`src/hw/rtl/chsc_pkg.sv`:
```
// ---------------------------------------------------------------------------
// chsc_pkg: shared types and constants for the clock hand stepper controller
// Beat payloads, configuration set, event codes and reset values.
// ---------------------------------------------------------------------------
package chsc_pkg;

    localparam int CFG_INDEX_W = 2;
    localparam int CFG_DATA_W  = 16;

    localparam logic [CFG_INDEX_W-1:0] CFG_RUN_ENABLED      = 2'd0;
    localparam logic [CFG_INDEX_W-1:0] CFG_ERROR_STEP_LIMIT = 2'd1;
    localparam logic [CFG_INDEX_W-1:0] CFG_MIN_GAP_STEPS    = 2'd2;

    localparam logic [1:0] MODE_TICK   = 2'd0;
    localparam logic [1:0] MODE_SAMPLE = 2'd1;
    localparam logic [1:0] MODE_HOME   = 2'd2;
    localparam logic [1:0] MODE_COUNT  = 2'd3;

    localparam logic [15:0] LIMIT_RESET   = 16'd1500;
    localparam logic [15:0] MIN_GAP_RESET = 16'd100;

    typedef struct packed {
        logic [1:0] mode;
        logic       minute_sensor;
        logic       hour_sensor;
        logic [4:0] real_hour;
        logic [5:0] real_minute;
    } in_t;

    typedef struct packed {
        logic        step_request;
        logic        direction;
        logic        driver_enable;
        logic        sensor_led;
        logic [2:0]  status;
        logic [3:0]  dial_hour;
        logic [5:0]  dial_minute;
        logic [15:0] revolution_steps;
    } out_t;

    typedef struct packed {
        logic        run_enabled;
        logic [15:0] error_step_limit;
        logic [15:0] min_gap_steps;
    } cfg_t;

endpackage

```
`src/hw/rtl/chsc_core.sv`:
```
// ---------------------------------------------------------------------------
// chsc_core: event processor for the clock hand stepper controller
// Holds the dial state and works out one result per event in a single pass.
// ---------------------------------------------------------------------------
module chsc_core
    import chsc_pkg::*;
(
    input  logic clk,
    input  logic rst_n,
    input  logic fire,
    input  in_t  item,
    input  cfg_t cfg,
    output out_t result
);

    typedef enum logic [6:0] {
        S_IDLE     = 7'b0000001,
        S_HOMING   = 7'b0000010,
        S_COUNTING = 7'b0000100,
        S_WORKING  = 7'b0001000,
        S_HOUR     = 7'b0010000,
        S_MINUTE   = 7'b0100000,
        S_ERROR    = 7'b1000000
    } state_t;

    localparam logic [2:0] STAT_IDLE     = 3'd0;
    localparam logic [2:0] STAT_HOMING   = 3'd1;
    localparam logic [2:0] STAT_COUNTING = 3'd2;
    localparam logic [2:0] STAT_WORKING  = 3'd3;
    localparam logic [2:0] STAT_HOUR     = 3'd4;
    localparam logic [2:0] STAT_MINUTE   = 3'd5;
    localparam logic [2:0] STAT_ERROR    = 3'd6;

    // floor(x/60) == (x * RECIP60) >> 18 for x below 4681
    localparam logic [18:0] RECIP60     = 19'd4370;
    localparam logic [15:0] SPT_RESET   = 16'd400;
    localparam logic [18:0] RECIP_RESET = 19'((400 % 64) * 4370);
    localparam logic [15:0] SPT_FULL    = 16'd60;

    state_t      state_reg,  state_next;
    logic [19:0] count_reg,  count_next;
    logic [3:0]  dh_reg,     dh_next;
    logic [5:0]  dm_reg,     dm_next;
    logic [3:0]  th_reg,     th_next;
    logic [5:0]  tm_reg,     tm_next;
    logic [15:0] spt_reg,    spt_next;
    logic [18:0] recip_reg,  recip_next;
    logic        dir_reg,    dir_next;
    logic        drv_reg,    drv_next;
    logic        led_reg,    led_next;
    logic        step;

    logic [3:0]  th_in;
    logic [3:0]  eff_th;
    logic [5:0]  eff_tm;
    logic        sample_act;
    logic        s_skip;
    logic        hour_call;
    logic        hour_roll;
    logic        minute_call;
    logic [3:0]  new_dh;
    logic [5:0]  min_b;
    logic [3:0]  min_bh;
    logic [6:0]  min_inc;
    logic [24:0] frac_a;
    logic [24:0] frac_b;
    logic        want_gt;
    logic [19:0] limit20;
    logic [19:0] limit12;

    function automatic logic [2:0] status_of(input state_t s);
        logic [2:0] code;
        unique case (s)
            S_IDLE:     code = STAT_IDLE;
            S_HOMING:   code = STAT_HOMING;
            S_COUNTING: code = STAT_COUNTING;
            S_WORKING:  code = STAT_WORKING;
            S_HOUR:     code = STAT_HOUR;
            S_MINUTE:   code = STAT_MINUTE;
            S_ERROR:    code = STAT_ERROR;
            default:    code = STAT_IDLE;
        endcase
        return code;
    endfunction

    always_comb
    begin
        if (item.real_hour >= 5'd24)
        begin
            th_in = 4'(item.real_hour - 5'd24);
        end
        else if (item.real_hour >= 5'd12)
        begin
            th_in = 4'(item.real_hour - 5'd12);
        end
        else
        begin
            th_in = item.real_hour[3:0];
        end
    end

    assign limit20 = {4'b0, cfg.error_step_limit};
    assign limit12 = (limit20 << 3) + (limit20 << 2);

    assign sample_act = (item.mode == MODE_SAMPLE) && (state_reg == S_WORKING);
    assign eff_th     = sample_act ? th_in : th_reg;
    assign eff_tm     = sample_act ? item.real_minute : tm_reg;

    assign s_skip = (dh_reg == th_in) &&
                    (({1'b0, dm_reg} == {1'b0, item.real_minute}) ||
                     ({1'b0, dm_reg} == {1'b0, item.real_minute} + 7'd1) ||
                     ({1'b0, item.real_minute} == {1'b0, dm_reg} + 7'd1));

    assign new_dh = (dh_reg >= 4'd11) ? 4'd0 : dh_reg + 4'd1;

    assign hour_call = (sample_act && !s_skip && (dh_reg < th_in)) ||
                       ((item.mode == MODE_TICK) && (state_reg == S_HOUR));
    assign hour_roll = hour_call && !item.minute_sensor && (count_reg > 20'd5);

    assign minute_call = (sample_act && !s_skip && (dh_reg == th_in)) ||
                         ((item.mode == MODE_TICK) && (state_reg == S_MINUTE)) ||
                         (hour_roll && (new_dh == eff_th));

    assign min_b   = hour_roll ? 6'd0 : dm_reg;
    assign min_bh  = hour_roll ? new_dh : dh_reg;
    assign min_inc = {1'b0, min_b} + 7'd1;

    // dial position in steps rises with the minute; only short turns can tie
    assign frac_a  = {19'b0, eff_tm} * {6'b0, recip_reg};
    assign frac_b  = {19'b0, min_b} * {6'b0, recip_reg};
    assign want_gt = (eff_tm > min_b) &&
                     ((spt_reg >= SPT_FULL) || (frac_a[24:18] > frac_b[24:18]));

    always_comb
    begin
        state_next = state_reg;
        count_next = count_reg;
        dh_next    = dh_reg;
        dm_next    = dm_reg;
        th_next    = th_reg;
        tm_next    = tm_reg;
        spt_next   = spt_reg;
        recip_next = recip_reg;
        dir_next   = dir_reg;
        drv_next   = drv_reg;
        led_next   = led_reg;
        step       = 1'b0;

        unique case (item.mode)
            MODE_HOME:
            begin
                state_next = S_HOMING;
                led_next   = 1'b1;
                drv_next   = 1'b1;
                dir_next   = 1'b1;
                count_next = '0;
                step       = 1'b1;
            end
            MODE_COUNT:
            begin
                dir_next   = 1'b0;
                count_next = '0;
                if (cfg.error_step_limit == 16'd0)
                begin
                    state_next = S_ERROR;
                    drv_next   = 1'b0;
                    led_next   = 1'b0;
                end
                else
                begin
                    state_next = S_COUNTING;
                    led_next   = 1'b1;
                    drv_next   = 1'b1;
                    count_next = 20'd1;
                    step       = 1'b1;
                end
            end
            MODE_SAMPLE:
            begin
                if (sample_act)
                begin
                    th_next = th_in;
                    tm_next = item.real_minute;
                    if (!s_skip && (dh_reg > th_in))
                    begin
                        state_next = S_HOMING;
                        led_next   = 1'b1;
                        drv_next   = 1'b1;
                        dir_next   = 1'b1;
                        count_next = '0;
                        step       = 1'b1;
                    end
                end
            end
            MODE_TICK:
            begin
                if (state_reg == S_HOMING)
                begin
                    if (count_reg > limit12)
                    begin
                        state_next = S_ERROR;
                        count_next = '0;
                        drv_next   = 1'b0;
                        led_next   = 1'b0;
                    end
                    else if (item.minute_sensor && item.hour_sensor)
                    begin
                        dh_next    = '0;
                        dm_next    = '0;
                        count_next = '0;
                        drv_next   = 1'b0;
                        led_next   = 1'b0;
                        state_next = cfg.run_enabled ? S_WORKING : S_IDLE;
                    end
                    else
                    begin
                        count_next = count_reg + 20'd1;
                        step       = 1'b1;
                    end
                end
                else if (state_reg == S_COUNTING)
                begin
                    if (count_reg >= limit20)
                    begin
                        state_next = S_ERROR;
                        count_next = '0;
                        drv_next   = 1'b0;
                        led_next   = 1'b0;
                    end
                    else if (item.minute_sensor && (count_reg > {4'b0, cfg.min_gap_steps}))
                    begin
                        spt_next   = count_reg[15:0];
                        recip_next = 19'({13'b0, count_reg[5:0]} * RECIP60);
                        count_next = '0;
                        drv_next   = 1'b0;
                        led_next   = 1'b0;
                        state_next = cfg.run_enabled ? S_WORKING : S_IDLE;
                    end
                    else
                    begin
                        count_next = count_reg + 20'd1;
                        step       = 1'b1;
                    end
                end
            end
            default:
            begin
            end
        endcase

        if (hour_call)
        begin
            led_next = 1'b1;
            drv_next = 1'b1;
            dir_next = 1'b0;
            if (!hour_roll)
            begin
                if (count_reg < limit20)
                begin
                    state_next = S_HOUR;
                    count_next = count_reg + 20'd1;
                    step       = 1'b1;
                end
                else
                begin
                    state_next = S_ERROR;
                    drv_next   = 1'b0;
                    led_next   = 1'b0;
                end
            end
            else
            begin
                dh_next    = new_dh;
                dm_next    = '0;
                count_next = '0;
                led_next   = 1'b0;
                if (new_dh > eff_th)
                begin
                    state_next = S_HOMING;
                    led_next   = 1'b1;
                    drv_next   = 1'b1;
                    dir_next   = 1'b1;
                    step       = 1'b1;
                end
                else if (new_dh < eff_th)
                begin
                    led_next = 1'b1;
                    if (cfg.error_step_limit != 16'd0)
                    begin
                        state_next = S_HOUR;
                        count_next = 20'd1;
                        step       = 1'b1;
                    end
                    else
                    begin
                        state_next = S_ERROR;
                        drv_next   = 1'b0;
                        led_next   = 1'b0;
                    end
                end
            end
        end

        if (minute_call)
        begin
            if (want_gt)
            begin
                state_next = S_MINUTE;
                drv_next   = 1'b1;
                dir_next   = 1'b0;
                step       = 1'b1;
                if (min_inc >= 7'd60)
                begin
                    dm_next = '0;
                    dh_next = (min_bh >= 4'd11) ? 4'd0 : min_bh + 4'd1;
                end
                else
                begin
                    dm_next = min_inc[5:0];
                    dh_next = min_bh;
                end
            end
            else
            begin
                drv_next   = 1'b0;
                state_next = S_WORKING;
            end
        end
    end

    always_ff @(posedge clk or negedge rst_n)
    begin
        if (!rst_n)
        begin
            state_reg <= S_IDLE;
            count_reg <= '0;
            dh_reg    <= '0;
            dm_reg    <= '0;
            th_reg    <= '0;
            tm_reg    <= '0;
            spt_reg   <= SPT_RESET;
            recip_reg <= RECIP_RESET;
            dir_reg   <= 1'b0;
            drv_reg   <= 1'b0;
            led_reg   <= 1'b0;
        end
        else if (fire)
        begin
            state_reg <= state_next;
            count_reg <= count_next;
            dh_reg    <= dh_next;
            dm_reg    <= dm_next;
            th_reg    <= th_next;
            tm_reg    <= tm_next;
            spt_reg   <= spt_next;
            recip_reg <= recip_next;
            dir_reg   <= dir_next;
            drv_reg   <= drv_next;
            led_reg   <= led_next;
        end
    end

    always_comb
    begin
        result.step_request     = step;
        result.direction        = dir_next;
        result.driver_enable    = drv_next;
        result.sensor_led       = led_next;
        result.status           = status_of(state_next);
        result.dial_hour        = dh_next;
        result.dial_minute      = dm_next;
        result.revolution_steps = spt_next;
    end

endmodule

```
`src/hw/rtl/clock_hand_stepper_controller_top.sv`:
```
// ---------------------------------------------------------------------------
// clock_hand_stepper_controller_top: stepper clock dial controller
// Input beat register, event processor and a two-deep result buffer.
// ---------------------------------------------------------------------------
// Usage
//   in_valid/in_stall/in_data carry events (step tick, time sample, start
//   homing, start counting). Each event gives exactly one result beat on
//   out_valid/out_stall/out_data: step request, drive outputs, status, dial
//   position and steps per revolution.
//   Timing: an event beat taken sits in the input register; its result
//   beat is computed from there and held in the result register, from
//   which it is offered. Throughput: one event per cycle while the skid
//   entry is empty, set by the single-pass event processor.
//   Stalls: the result register has a skid entry behind it, so the block
//   keeps taking events while a result waits; in_stall rises only once the
//   skid entry is full and the input register is occupied.
//   Configuration (cfg_write/cfg_index/cfg_data) is for the user to write while
//   idle; the block does not enforce this. Unknown indexes are dropped.
//   Reset: asynchronous, active low; all state returns to idle with the dial
//   at 0:00, 400 steps per turn, driver and light off, buffers empty.
// ---------------------------------------------------------------------------
module clock_hand_stepper_controller_top
    import chsc_pkg::*;
(
    input  logic                   clk,
    input  logic                   rst_n,
    input  logic                   in_valid,
    output logic                   in_stall,
    input  in_t                    in_data,
    output logic                   out_valid,
    input  logic                   out_stall,
    output out_t                   out_data,
    input  logic                   cfg_write,
    input  logic [CFG_INDEX_W-1:0] cfg_index,
    input  logic [CFG_DATA_W-1:0]  cfg_data
);

    cfg_t cfg_reg;
    logic in_valid_reg;
    in_t  in_data_reg;
    logic out_valid_reg;
    out_t out_data_reg;
    logic skid_valid_reg;
    out_t skid_data_reg;
    out_t result;
    logic in_take;
    logic fire;
    logic out_pop;
    logic to_skid;

    assign in_stall = in_valid_reg && skid_valid_reg;
    assign in_take  = in_valid && !in_stall;
    assign fire     = in_valid_reg && !skid_valid_reg;
    assign out_pop  = out_valid_reg && !out_stall;
    assign to_skid  = fire && out_valid_reg && !out_pop;

    chsc_core u_core (
        .clk    (clk),
        .rst_n  (rst_n),
        .fire   (fire),
        .item   (in_data_reg),
        .cfg    (cfg_reg),
        .result (result)
    );

    always_ff @(posedge clk or negedge rst_n)
    begin
        if (!rst_n)
        begin
            cfg_reg.run_enabled      <= 1'b0;
            cfg_reg.error_step_limit <= LIMIT_RESET;
            cfg_reg.min_gap_steps    <= MIN_GAP_RESET;
        end
        else if (cfg_write)
        begin
            unique case (cfg_index)
                CFG_RUN_ENABLED:      cfg_reg.run_enabled      <= cfg_data[0];
                CFG_ERROR_STEP_LIMIT: cfg_reg.error_step_limit <= cfg_data;
                CFG_MIN_GAP_STEPS:    cfg_reg.min_gap_steps    <= cfg_data;
                default:
                begin
                end
            endcase
        end
    end

    always_ff @(posedge clk or negedge rst_n)
    begin
        if (!rst_n)
        begin
            in_valid_reg   <= 1'b0;
            out_valid_reg  <= 1'b0;
            skid_valid_reg <= 1'b0;
        end
        else
        begin
            if (in_take)
            begin
                in_valid_reg <= 1'b1;
            end
            else if (fire)
            begin
                in_valid_reg <= 1'b0;
            end

            if (skid_valid_reg)
            begin
                if (out_pop)
                begin
                    skid_valid_reg <= 1'b0;
                end
            end
            else if (to_skid)
            begin
                skid_valid_reg <= 1'b1;
            end
            else if (fire)
            begin
                out_valid_reg <= 1'b1;
            end
            else if (out_pop)
            begin
                out_valid_reg <= 1'b0;
            end
        end
    end

    always_ff @(posedge clk)
    begin
        if (in_take)
        begin
            in_data_reg <= in_data;
        end
        if (skid_valid_reg && out_pop)
        begin
            out_data_reg <= skid_data_reg;
        end
        else if (fire && !to_skid)
        begin
            out_data_reg <= result;
        end
        if (to_skid)
        begin
            skid_data_reg <= result;
        end
    end

    assign out_valid = out_valid_reg;
    assign out_data  = out_data_reg;

endmodule

```
`config.mk`:
```
export PLATFORM = sky130hd
export DESIGN_NAME = clock_hand_stepper_controller_top
export DESIGN_NICKNAME = d
export VERILOG_FILES = /design/src/hw/rtl/chsc_pkg.sv /design/src/hw/rtl/chsc_core.sv /design/src/hw/rtl/clock_hand_stepper_controller_top.sv
export SDC_FILE = /design/constraint.sdc
export NUM_CORES = 1
export LEC_CHECK = 0
export BUFFER_PORTS_ARGS = -buffer_cell sky130_fd_sc_hd__buf_2
export CORE_MARGIN = 2
export CORE_UTILIZATION = 45
export DETAILED_ROUTE_END_ITERATION = 8
export PLACE_DENSITY = 0.62
export REMOVE_ABC_BUFFERS = 1
export SLEW_MARGIN = 0
export SYNTH_ARGS = -nofsm -noshare
export SYNTH_HDL_FRONTEND = slang
export SYNTH_HIERARCHICAL = 1
export SYNTH_SLANG_ARGS = --single-unit
```
`constraint.sdc`:
```
create_clock -name clk -period 8.55 [get_ports clk]
set_clock_uncertainty 0.05 [all_clocks]
set_input_delay 0.855 -clock clk [delete_from_list [all_inputs] [get_ports clk]]
set_output_delay 0.855 -clock clk [all_outputs]
set_load 0.1 [all_outputs]
```
; After elaboration in Yosys (flattened, before gate mapping)
; Index checks and enable logic that the tools add are counted.
[totals]
reg_bits = 201
latch_bits = 0
ramBits = 0
rom_bits = 0
in_bits = 38
out_inout_bits = 35
n_memories = 0
[classes]
add_sub_neg = 9
mul = 3
div = 0
n_lt_le_gt_ge = 17
n_eq_ne = 21
n_shift = 0
mux = 132
n_bitwise = 4
n_reduce_logical = 48
[ops]
columns = operator, n
row1 = 20-bit 2-to-1 mux, 13
row2 = 7-bit 2-to-1 mux, 16
row3 = 16-bit 2-to-1 mux, 5
row4 = 20-bit case mux with 4 select lines, 1
row5 = 6-bit 2-to-1 mux, 12
row6 = 33-bit 2-to-1 mux, 2
row7 = 4-bit 2-to-1 mux, 16
row8 = 1-bit 2-to-1 mux, 61
row9 = 6-bit by 18-bit multiplier with 24-bit output, 2
row10 = 7-bit case mux with 4 select lines, 1
row11 = 1-bit logical AND, 22
row12 = 6-bit by 1-bit adder with 7-bit output (second input constant), 3
row13 = 19-bit by 18-bit adder with 20-bit output, 1
row14 = 20-bit by 1-bit adder with 20-bit output (second input constant), 1
row15 = 20-bit by 16-bit greater-or-equal comparator with 1-bit output, 1
row16 = 20-bit by 16-bit > comparator with 1-bit output, 1
row17 = 20-bit > comparator, 1
row18 = 20-bit by 3-bit > comparator with 1-bit output (second input constant), 1
row19 = 20-bit by 16-bit less-than comparator with 1-bit output, 1
row20 = 6-bit by 12-bit multiplier with 18-bit output (second input constant), 1
row21 = 3-bit case mux with 6 select lines, 1
row22 = 16-bit by 6-bit greater-or-equal comparator with 1-bit output (second input constant), 1
row23 = 16-bit logical NOT, 1
row24 = 16-bit nonzero test, 1
row25 = other kinds (31), 68

; Logic depth before layout (Yosys ltp)
; Gate-level depths: netlist of run 1.
[logic_depth]
depth_word = 22
mapped_depth = 47
ltp_nobuf = 42

; Modules after synthesis
; The synthesis of run 1 kept the hierarchy.
[by_module_without_submodules]
columns = mod, n_inst, cells_per_inst, area_each_um2, seq_area_each_um2
row1 = chsc_core, 1, 1792, 14749.1, 2112.0
row2 = clock_hand_stepper_controller_top, 1, 206, 4395.5, 3345.7

; Least setup slack after synthesis of run 1
; No wires, ideal clock.
[synth_path]
path_type = register -> register
start = register in_data_reg[8] in the netlist's numbering
end = register out_data_reg, in the netlist out_data[27] (data pin)
setup_time_ns = 0.129
arrival_ns = 8.986
required_ns = 8.371
path_slack_ns = -0.614
stages_incl_launch_ff = 44
n_path_buf = 4
period_less_slack_ns = 9.164
path_cell_list = edfxtp_1 inv_1 ha_1 nor3b_1 o21ai_0 o221a_2 ha_1 o21a_1 o21ai_0 nand2_1 o31ai_2 buf_4 nand2_1 buf_2 clkbuf_1 clkbuf_1 and3_1 fa_1 [8 not listed] o311ai_1 and2_1 a311o_1 a21boi_1 o21ai_1 a21boi_0 xnor2_1 ha_1 a21o_1 a21oi_1 o21ai_0 a21oi_1 nor3_4 inv_1 nand2_1 or4_1 a21oi_1 mux2_4
[synth_lines]
columns = element, line
row1 = "start, declared", clock_hand_stepper_controller_top.sv:40  ; in_t in_data_reg;
row2 = "start signal, assigned", clock_hand_stepper_controller_top.sv:132  ; in_data_reg <= in_data;
row3 = "end signal, assigned", clock_hand_stepper_controller_top.sv:136  ; out_data_reg <= skid_data_reg;
row4 = "end signal, assigned", clock_hand_stepper_controller_top.sv:140  ; out_data_reg <= result;
row5 = "end, declared", clock_hand_stepper_controller_top.sv:42  ; out_t out_data_reg;

==> results of run 1 <==
## cell type report
| class | instances | share of cell area (%) |
|---|---|---|
| clock inverter | 12 | 0.706 |
| multi-input combinational | 1467 | 57.7 |
| tap | 539 | 2.97 |
| clock buffer | 32 | 2.92 |
| antenna | 1 | 0.0110 |
| sequential | 201 | 24.1 |
| inverter | 222 | 3.67 |
| timing repair buffer | 223 | 7.97 |
## stage by stage
step	setup WS, ns	hold WS [ns]	instance area [um2]	utilization, %	setup TNS, ns
after global routing	-0.533	0.376	22700	54.1	-13.46
after global placement	-0.241	0.409	20500	48.9	-2.96
after detailed placement	-0.656	0.416	20500	48.9	-17.43
after CTS	0.00608	0.343	22200	52.9	0
final	-0.199	0.314	22700	54.1	-2.06
after floorplan	-1.78	0.395	18700	-	-67.18
## kinds of logic (layout without fill, tap and decap cells)
| kind of cell | after synthesis | in the layout |
|---|---|---|
| AND/OR/NAND/NOR | 620 | 620 |
| AO/OA/AOI/OAI | 364 | 364 |
| buffers and inverters | 330 | 489 |
| adder cells (fa/ha/maj) | 310 | 310 |
| flip-flops | 201 | 201 |
| multiplexers | 127 | 127 |
| XOR/XNOR | 46 | 46 |
| other | 0 | 1 |
## layout by cell type, fill, tap and decap left out, drive strengths merged, types with 19 or more instances in the layout
cell type	n
a21o	24
a21oi	85
a31oi	19
and2	28
and3	109
buf	220
clkbuf	34
dfrtp	102
edfxtp	81
fa	130
ha	180
inv	222
mux2	122
nand2	212
nand3	45
nand4	25
nor2	80
nor3	25
o21ai	117
xnor2	30
## power by group
group          switching, W  internal (W)
Clock              0.000432      0.000639
Combinational       0.00129      0.000579
Sequential         0.000117       0.00124
Total               0.00184       0.00246
## Yosys cell counts (7+ instances only)
cell	n
inv_1	221
nand2_1	211
ha_1	180
fa_1	130
o21ai_0	111
and3_1	109
dfrtp_1	102
mux2_2	91
clkbuf_1	86
a21oi_1	83
edfxtp_1	81
nor2_1	79
nand3_1	45
mux2_4	30
xnor2_1	30
and2_1	27
nand4_1	25
a21o_1	24
nor3_1	24
a31oi_1	18
dfstp_2	18
nand2b_1	18
xor2_1	16
nor2b_1	14
o31ai_1	13
o21a_1	12
nor4_1	11
a211oi_1	10
or2_2	10
or3_1	9
o21bai_1	8
buf_4	7
o22ai_1	7
## what timing repair did
item	in CTS	in global routing
resized for setup	100	81
pin swaps	71	59
endpoints found under the setup margin	46	45
setup buffers	27	21
cloned	6	2
hold buffers	0	0
## how the worst max path moves through the flow
| stage | end | slack [ns] | cells past startpoint |
|---|---|---|---|
| after global placement | out_data[20] | -0.24 | 42 |
| after detailed placement | out_data[20] | -0.66 | 41 |
| after global routing | out_data[20] | -0.53 | 43 |
| after floorplan | out_data[18] | -1.78 | 39 |
| final | out_data[20] | -0.20 | 42 |
| after CTS | out_data[24] | 0.006 | 42 |
## metal layers
metal  part of all wire, %  vias to the layer above
met1                    43                     7805
li1                      -                     7240
met2                    49                      475
met5                     0                        -
met3                   4.9                      100
met4                   2.8                        0
==> qor.txt, run 1 <==
RR Endpoint: out_data[20]
DIE HEIGHT: 210 um
final worst slack: -0.199 ns
crit-path leading delay family: adder cells
GR Util met2: 41.1%
setup violators final: 20
placed insts: 2605
Max Freq: 114 MHz
1st-iter DRT viols: 958
DIE AREA: 44200 um2
share of async-settable or async-resettable flops after synthesis: 59.7%
vias per cell: 5.79
Worst Path Required: 8.77 ns
met3 GRT Util: 2.41%
most used routing layer: met2
status: finished, violations left
Synth Area in XOR/XNOR: 2.10%
failing checks: setup timing
Total Routing Usage GR: 23.8%
IO Pins: 73
relative slew slack: 25.2%
largest net degree at the start of global routing: 67
MaxCap Viol Count: 0
fin cells: 2697
Syn Std Cell Area: 19100 um2
gpl congestion: 0.890
Unique masters post-synth: 96
CTS clk-pin slew, worst paths: 0.06 ns
slowest CP cell: fa_1
PortBufs: 72
Yosys warnings: 6
core area: 41900 um2
EDFF count, synth: 81
Synth Area in Compound Gates: 12.4%
pwr/cell area: 189 nW/um2
CP Capture Type: register
vias: 15620
Root Buffer: clkbuf_16
RSZ-0062 raised after global routing: true
post-synth top area share: 13.6%
Synth Instances: 1998
wire per inst: 19.5 um
CP arrival: 8.97 ns
critical path launch point type: register
H-tree depth: 1
Critical Path Fanout Max: 7
reg2reg start: in_data_reg[9]
post-route ant nets: 0
CTS tree: done
Slew Viols, Final: 0
measured slew at the worst slew-check pin: 1.12 ns
FF/Latch Area: 5460 um2
Final Hold Vio Count: 0
Simple-Gate Fraction of Synth Area: 16.8%
area of the multi-input gates: 13100 um2
first-pass GRT wire length: 84800 um
Slowest Stage Delay on Critical Path: 0.51 ns
fin crit share: 102%
clk buf depth: 3
global route overflow: 0
worst vdd ir: 0.215 mV
synthesis-stage register bit count: 201
Synth area leaders: fa_1 (14%), dfrtp_1 (13%), edfxtp_1 (13%)
worst min-delay path category: in -> async
largest family of logic cells by synthesized area: adder cells
Die X: 210 um
DRC Markers: 0
clock sinks: 201
mux cell area share after synthesis: 8.03%
reg2reg path depth: 42
Initial DRT Pass Iterations: 5
Leak Pwr: 11.0 nW
total CTS buffers: 24
starting density of the core: 45.6%
Avg Cell Area, Syn: 9.58 um2
cell taking the most area after synthesis: fa_1
Period minus WS final: 8.75 ns
WL final: 52500 um
fin nets: 2487
most common flop cell mapped by yosys: dfrtp_1
PnR Total Power: 0.00430 W
post-DP HPWL: 37500 um
critical path class: reg -> reg
num rows: 75
initial antenna violation count: 1
sequential element share of the synthesized area: 28.5%
Buffers & Inverters on Critical Path: 7
CP Launch Point: in_data_reg[9]
vias in the first global route: 15850
fill count: 3730
met1 usage: 31.8%
latest clock arrival within the worst-skew pair: 0.55 ns
reg-to-reg slack, setup: -0.20 ns
share of layout cells above drive strength 1: 25.8%
Layout area overhead: 18.5%
adder-cell share of the synthesized area: 25.4%
(Power assumes the default switching activity.)
==> run 2: changes to the inputs <==
--- a/config.mk
+++ b/config.mk
@@ -6,9 +6,10 @@
 export NUM_CORES = 1
 export LEC_CHECK = 0
-export BUFFER_PORTS_ARGS = -buffer_cell sky130_fd_sc_hd__buf_2
 export CORE_MARGIN = 2
 export CORE_UTILIZATION = 45
 export DETAILED_ROUTE_END_ITERATION = 8
-export PLACE_DENSITY = 0.62
+export DONT_BUFFER_PORTS = 1
+export GPL_TIMING_DRIVEN = 1
+export PLACE_DENSITY = 0.61
 export REMOVE_ABC_BUFFERS = 1
 export SLEW_MARGIN = 0
--- a/constraint.sdc
+++ b/constraint.sdc
@@ -3,3 +3,3 @@
 set_input_delay 0.855 -clock clk [delete_from_list [all_inputs] [get_ports clk]]
 set_output_delay 0.855 -clock clk [all_outputs]
-set_load 0.1 [all_outputs]
+set_load 0.01 [all_outputs]
==> run 2 against run 1 <==
- the flow still finishes with violations (setup timing)
- power down 15%
- die area unchanged
- utilization down 1.5 points
- maximum frequency down 0.50%
- critical path depth up 2
- clock-buffer cell count down 6
- combinational power down 34%
- setup slack worse by 0.044 ns
- cell count down 3.0%
- largest power group is now registers
==> qor.txt, run 2 (synthesized netlist as in run 1, its figures left out) <==
status: finished, violations left
failing checks: setup timing
most frequent cells in the layout: inv_1 (210), nand2_1 (202), ha_1 (169)
pre-CTS setup slack: -0.720 ns (-0.0643 ns)
CP arrival: 9.01 ns (+0.04 ns)
DRC Markers: 0 (unchanged)
starting density of the core: 45.6% (unchanged)
H-tree depth: 1 (unchanged)
internal power: 0.00231 W (-6.0%)
DIE HEIGHT: 210 um (unchanged)
Period minus WS final: 8.79 ns (+0.0442 ns)
num rows: 75 (unchanged)
CTS clk-pin slew, worst paths: 0.06 ns (about the same)
critical path launch point type: register
worst min-delay path category: in -> async
IO Pins: 73 (unchanged)
initial antenna violation count: 0 (-1)
vias per cell: 5.81 (+0.30%)
CTS tree: done
PortBufs: 0 (-100%)
switch share: 36.5% (-6.4 points)
clock sinks: 201 (unchanged)
setup_tns: -2.86 ns (-0.803 ns)
clock power share: 26.9% (+2.0 points)
Critical Path Fanout Max: 7 (unchanged)
clk buf depth: 3 (unchanged)
CP Capture Type: register
worst hold slack: 0.0926 ns (-0.222 ns)
reg-to-reg slack, setup: -0.24 ns (-0.04 ns)
Leak Pwr: 10.6 nW (-3.3%)
sequential share of power: 38.8% (+7.3 points)
wire per inst: 20.0 um (+3.0%)
global route overflow: 0 (unchanged)
slowest CP cell: fa_1
RSZ-0062 raised after global routing: true
post-layout util: 52.6% (-1.5 points)
relative slew slack: 24.3% (-0.85 points)
fin nets: 2407 (-3.2%)
final worst slack: -0.243 ns (-0.0442 ns)
Logic pwr share: 34.2% (-9.4 points)
MaxCap Viol Count: 0 (unchanged)
post-route ant nets: 0 (unchanged)
gpl congestion: 0.908 (+2.0%)
Root Buffer: clkbuf_16
DIE AREA: 44200 um2 (unchanged)
vias in the first global route: 15646 (-1.3%)
Layout area overhead: 15.2%
critical path class: reg -> reg
post-DP HPWL: 38200 um (+1.8%)
vias: 15190 (-2.8%)
WL final: 52400 um (-0.17%)
Max Freq: 114 MHz (-0.50%)
latest clock arrival within the worst-skew pair: 0.55 ns (about the same)
Slowest Stage Delay on Critical Path: 0.52 ns (about the same)
1st-iter DRT viols: 1008 (+5.2%)
first-pass GRT wire length: 83700 um (-1.3%)
Total Routing Usage GR: 23.7% (-0.17 points)
Final Hold Vio Count: 0 (unchanged)
Worst Path Required: 8.77 ns (about the same)
pwr/cell area: 165 nW/um2 (-13%)
Die X: 210 um (unchanged)
share of layout cells above drive strength 1: 22.6% (-3.2 points)
core area: 41900 um2 (unchanged)
commonest non-fill, non-tap cell in the layout: inv_1
Ant. Diodes: 0 (-1)
NetSw: 0.00133 W (-28%)
measured slew at the worst slew-check pin: 1.13 ns (+0.0128 ns)
Critical Path Most Common Cell: o21ai_2
total CTS buffers: 23 (-4.2%)
Slew Viols, Final: 0 (unchanged)
setup violators final: 24 (+20%)
worst vdd ir: 0.182 mV (-15%)
largest net degree at the start of global routing: 103 (+54%)
fin crit share: 103% (+0.52 points)
Initial DRT Pass Iterations: 5 (unchanged)
-- run 2: cell types whose count changed in the layout (fill, tap and decap cells not counted), moves of 5 or more --
cell	before	now
and3_1	78	87
buf_2	71	0
clkbuf_1	6	1
buf_4	121	116
and3_4	31	22
-- run 2: worst max-delay path, delay by kind of cell, from the launching register on --
kind	cells	cell delay, ns
AOI/OAI and AO/OA	13	2.01
xor gates and xnor gates	1	0.13
adders and majority gates	7	2.40
buffers and inverters	7	0.81
DFF	1	0.46
muxes	1	0.27
and+or+nand+nor	15	2.38
-- run 2: worst paths after layout --
path,startpoint,endpoint,cells after the start
worst max-delay path,in_data_reg[9],out_data[19],44
worst min-delay path,rst_n,u_core/spt_reg[7],0
worst max register to register,in_data_reg[9],out_data[19],44
worst min register to register,u_core/th_reg[2],u_core/th_reg[2],2
max in group asynchronous,rst_n,u_core/tm_reg[5],1
min in group clk,in_data[12],in_data_reg[12],0
-- run 2: cell type report --
class                   count  area (um2)
inverters                 222         833
fillers                  3746       19900
clock buffers              26         607
clock inverters            16         144
repair buffers            144        1320
multi-input cells        1467       13000
flip-flops and latches    201        5460
well taps                 539         674
-- run 2: repair_timing --
item	in CTS	in global routing
endpoints found under the setup margin	45	45
setup buffers	14	17
endpoints found under the hold margin	102	0
gates cloned	4	2
hold buffers	1	0
pin swaps	66	95
gates resized for setup	64	101
-- run 2: routing by layer --
| layer | routed length (um) | share of wire [%] | vias up | global-route usage [%] |
|---|---|---|---|---|
| met5 | 0 | 0 | - | 0 |
| met4 | 1330 | 2.5 | 0 | 5.92 |
| met3 | 2970 | 5.7 | 98 | 2.88 |
| met2 | 25700 | 49 | 456 | 41.2 |
| met1 | 22400 | 43 | 7566 | 31.4 |
| li1 | - | - | 7070 | - |
-- run 2: power by group through the flow --
stage               Combinational [W]  Sequential (W)  Clock (W)
finish                        0.00124         0.00141   0.000979
global route                  0.00136         0.00143    0.00104
CTS                           0.00119         0.00141    0.00100
detailed placement            0.00115         0.00143          0
global placement              0.00112         0.00142          0
floorplan                    0.000781         0.00140          0
-- run 2: metrics by stage --
step / std cells / instance area (um2) / power (W)
after detailed placement: 2540 / 20200 / 0.00258
after global placement: 2540 / 20200 / 0.00254
after global routing: 2615 / 22100 / 0.00384
final: 2615 / 22100 / 0.00363
after floorplan: 1890 / 18700 / 0.00218
after CTS: 2600 / 21500 / 0.00361
==> run 3: changes to the inputs <==
Settings changed: CELL_PAD_IN_SITES_DETAIL_PLACEMENT set to 2, CELL_PAD_IN_SITES_GLOBAL_PLACEMENT set to 2, CORE_UTILIZATION 45 to 39, PLACE_DENSITY 0.61 to 0.78.
==> run 3 against run 2 <==
- the flow still finishes with violations (setup timing)
- final area increased by 1.8%
- critical endpoint is now out_data[24]
- highest routed layer unchanged
- clock-buffer cell count up 7
- setup slack lost 0.69 ns
- flip-flop and latch count stayed put
- global-route usage rose by 4.4 points
- largest power group unchanged
==> qor.txt, run 3 (synthesized netlist as in run 1, its figures left out) <==
status: finished, violations left
failing checks: setup timing
sequential share of power: 36.5% (-2.3 points)
placed insts: 2685 (+5.7%)
Final Hold Vio Count: 0 (unchanged)
Initial DRT Pass Iterations: 5 (unchanged)
Critical Path Fanout Max: 10 (+3)
critical path launch point type: register
clock sinks: 201 (unchanged)
IO Pins: 73 (unchanged)
crit-path leading delay family: compound AO/OA/AOI/OAI gates
fin crit share: 111% (+8.1 points)
pwr/cell area: 173 nW/um2 (+5.2%)
post-route ant nets: 0 (unchanged)
fin cells: 2765 (+5.7%)
PortBufs: 0 (unchanged)
reg2reg path depth: 45 (+2.3%)
reg-to-reg slack, setup: -0.94 ns (-0.69 ns)
critical path class: reg -> reg
Slew Viols, Final: 0 (unchanged)
Worst Path Required: 8.80 ns (+0.03 ns)
total CTS buffers: 23 (unchanged)
CP arrival: 9.74 ns (+0.73 ns)
final worst slack: -0.937 ns (-0.693 ns)
starting density of the core: 39.3% (-6.4 points)
H-tree depth: 1 (unchanged)
RSZ-0062 raised after global routing: true
clk buf depth: 3 (unchanged)
Total Routing Usage GR: 28.1% (+4.4 points)
1st-iter DRT viols: 1013 (+0.50%)
vias in the first global route: 18681 (+19%)
FF/Latch Area: 5460 um2 (unchanged)
commonest non-fill, non-tap cell in the layout: inv_1
Leak Pwr: 10.8 nW (+1.2%)
clock power share: 27.2% (+0.3 points)
Root Buffer: clkbuf_16
fin nets: 2433 (+1.1%)
Layout area overhead: 17.3%
DIE HEIGHT: 226 um (+7.3%)
CTS tree: done
vias per cell: 5.96 (+2.5%)
reg2reg start: in_data_reg[9]
most frequent cells in the layout: inv_1 (211), nand2_1 (204), ha_1 (168)
global route overflow: 0 (unchanged)
CP Capture Type: register
first-pass GRT wire length: 110000 um (+32%)
Die X: 226 um (+7.3%)
switch share: 38.7% (+2.3 points)
CP endpoint: out_data[24]
wire per inst: 28.2 um (+41%)
fill count: 5074 (+35%)
Slowest Stage Delay on Critical Path: 0.59 ns (+0.07 ns)
logic depth of the worst path, buffers included: 45 (+2.3%)
vias: 16469 (+8.4%)
post-DP HPWL: 48500 um (+27%)
largest net degree at the start of global routing: 103 (unchanged)
relative slew slack: 14.9% (-9.4 points)
initial antenna violation count: 0 (unchanged)
post-layout util: 46.1% (-6.5 points)
Buffers & Inverters on Critical Path: 8 (+1)
PnR Total Power: 0.00389 W (+7.1%)
worst vdd ir: 0.182 mV (about the same)
Ant. Diodes: 0 (unchanged)
Period minus WS final: 9.49 ns (+0.693 ns)
num rows: 81 (+8.0%)
latest clock arrival within the worst-skew pair: 0.55 ns (about the same)
DRC Markers: 0 (unchanged)
gpl congestion: 0.866 (-4.7%)
internal power: 0.00238 W (+3.3%)
CTS clk-pin slew, worst paths: 0.08 ns (+0.02 ns)
WL final: 77800 um (+49%)
RR Endpoint: out_data[24]
core area: 48700 um2 (+16%)
worst min-delay path category: in -> async
measured slew at the worst slew-check pin: 1.27 ns (+0.132 ns)
share of layout cells above drive strength 1: 23.6% (+0.97 points)
CP Launch Point: in_data_reg[9]
slowest CP cell: fa_1
NetSw: 0.00151 W (+14%)
Max Freq: 105 MHz (-7.3%)
setup violators final: 46 (+92%)
area of the multi-input gates: 13100 um2 (+0.25%)
MaxCap Viol Count: 0 (unchanged)
DIE AREA: 50900 um2 (+15%)
Logic pwr share: 36.3% (+2.1 points)
[run 3: per-layer routing]
layer	GRT usage [%]	wire length (um)	part of all wire, %
met4	11.7	4110	5.3
met3	3.75	3580	4.6
met5	0	0	0
met1	32.5	29800	38
met2	51.9	40300	52
[run 3: worst min-delay path by stage]
stage | slack, ns | cells past startpoint | end
detailed placement | 0.42 | 2 | u_core/th_reg[2]
finish | 0.11 | 0 | u_core/recip_reg[16]
global placement | 0.41 | 2 | u_core/th_reg[2]
floorplan | 0.39 | 2 | u_core/th_reg[2]
global route | 0.09 | 0 | u_core/recip_reg[16]
CTS | 0.1 | 0 | u_core/spt_reg[4]
[run 3: power groups by stage]
stage	sequential (W)	combinational (W)	clock [W]
2_1_floorplan	0.00140	0.000781	0
3_3_place_gp	0.00141	0.00117	0
3_5_place_dp	0.00143	0.00125	0
4_1_cts	0.00142	0.00132	0.00105
5_1_grt	0.00144	0.00151	0.00110
6_report	0.00142	0.00141	0.00106
[run 3: what timing repair did]
action,in CTS,in global routing
cloned,6,0
endpoints found under the setup margin,46,46
hold buffers,1,0
pin swaps,81,33
endpoints found under the hold margin,102,0
buffers inserted,21,12
gates resized for setup,100,64
[run 3: cell type report]
class                      instances  share of cell area, %
clock buffer                      33                   2.95
inverter                         222                   3.71
timing repair buffer             170                   6.77
clock inverter                     8                  0.457
multi-input combinational       1467                   58.1
tap                              664                   3.70
sequential                       201                   24.3
[run 3: worst register-to-register path: cells and delay by family (launching register included)]
family,cells,cell delay [ns]
adders and majority gates,7,2.72
muxes,1,0.30
and+or+nand+nor,9,1.52
buffers and inverters,8,1.13
DFF,1,0.43
xor gates and xnor gates,1,0.15
AOI/OAI and AO/OA,19,2.98
[run 3: stage by stage]
| stage | area (um2) | setup WS [ns] | hold WS, ns | TNS (ns) |
|---|---|---|---|---|
| floorplan | 18700 | -1.77 | 0.395 | -67.18 |
| global placement | 20500 | -0.470 | 0.411 | -11.60 |
| detailed placement | 20500 | -1.22 | 0.419 | -42.67 |
| CTS | 22100 | -0.252 | 0.0971 | -4.70 |
| global route | 22500 | -1.21 | 0.0854 | -45.74 |
| finish | 22500 | -0.937 | 0.112 | -33.28 |
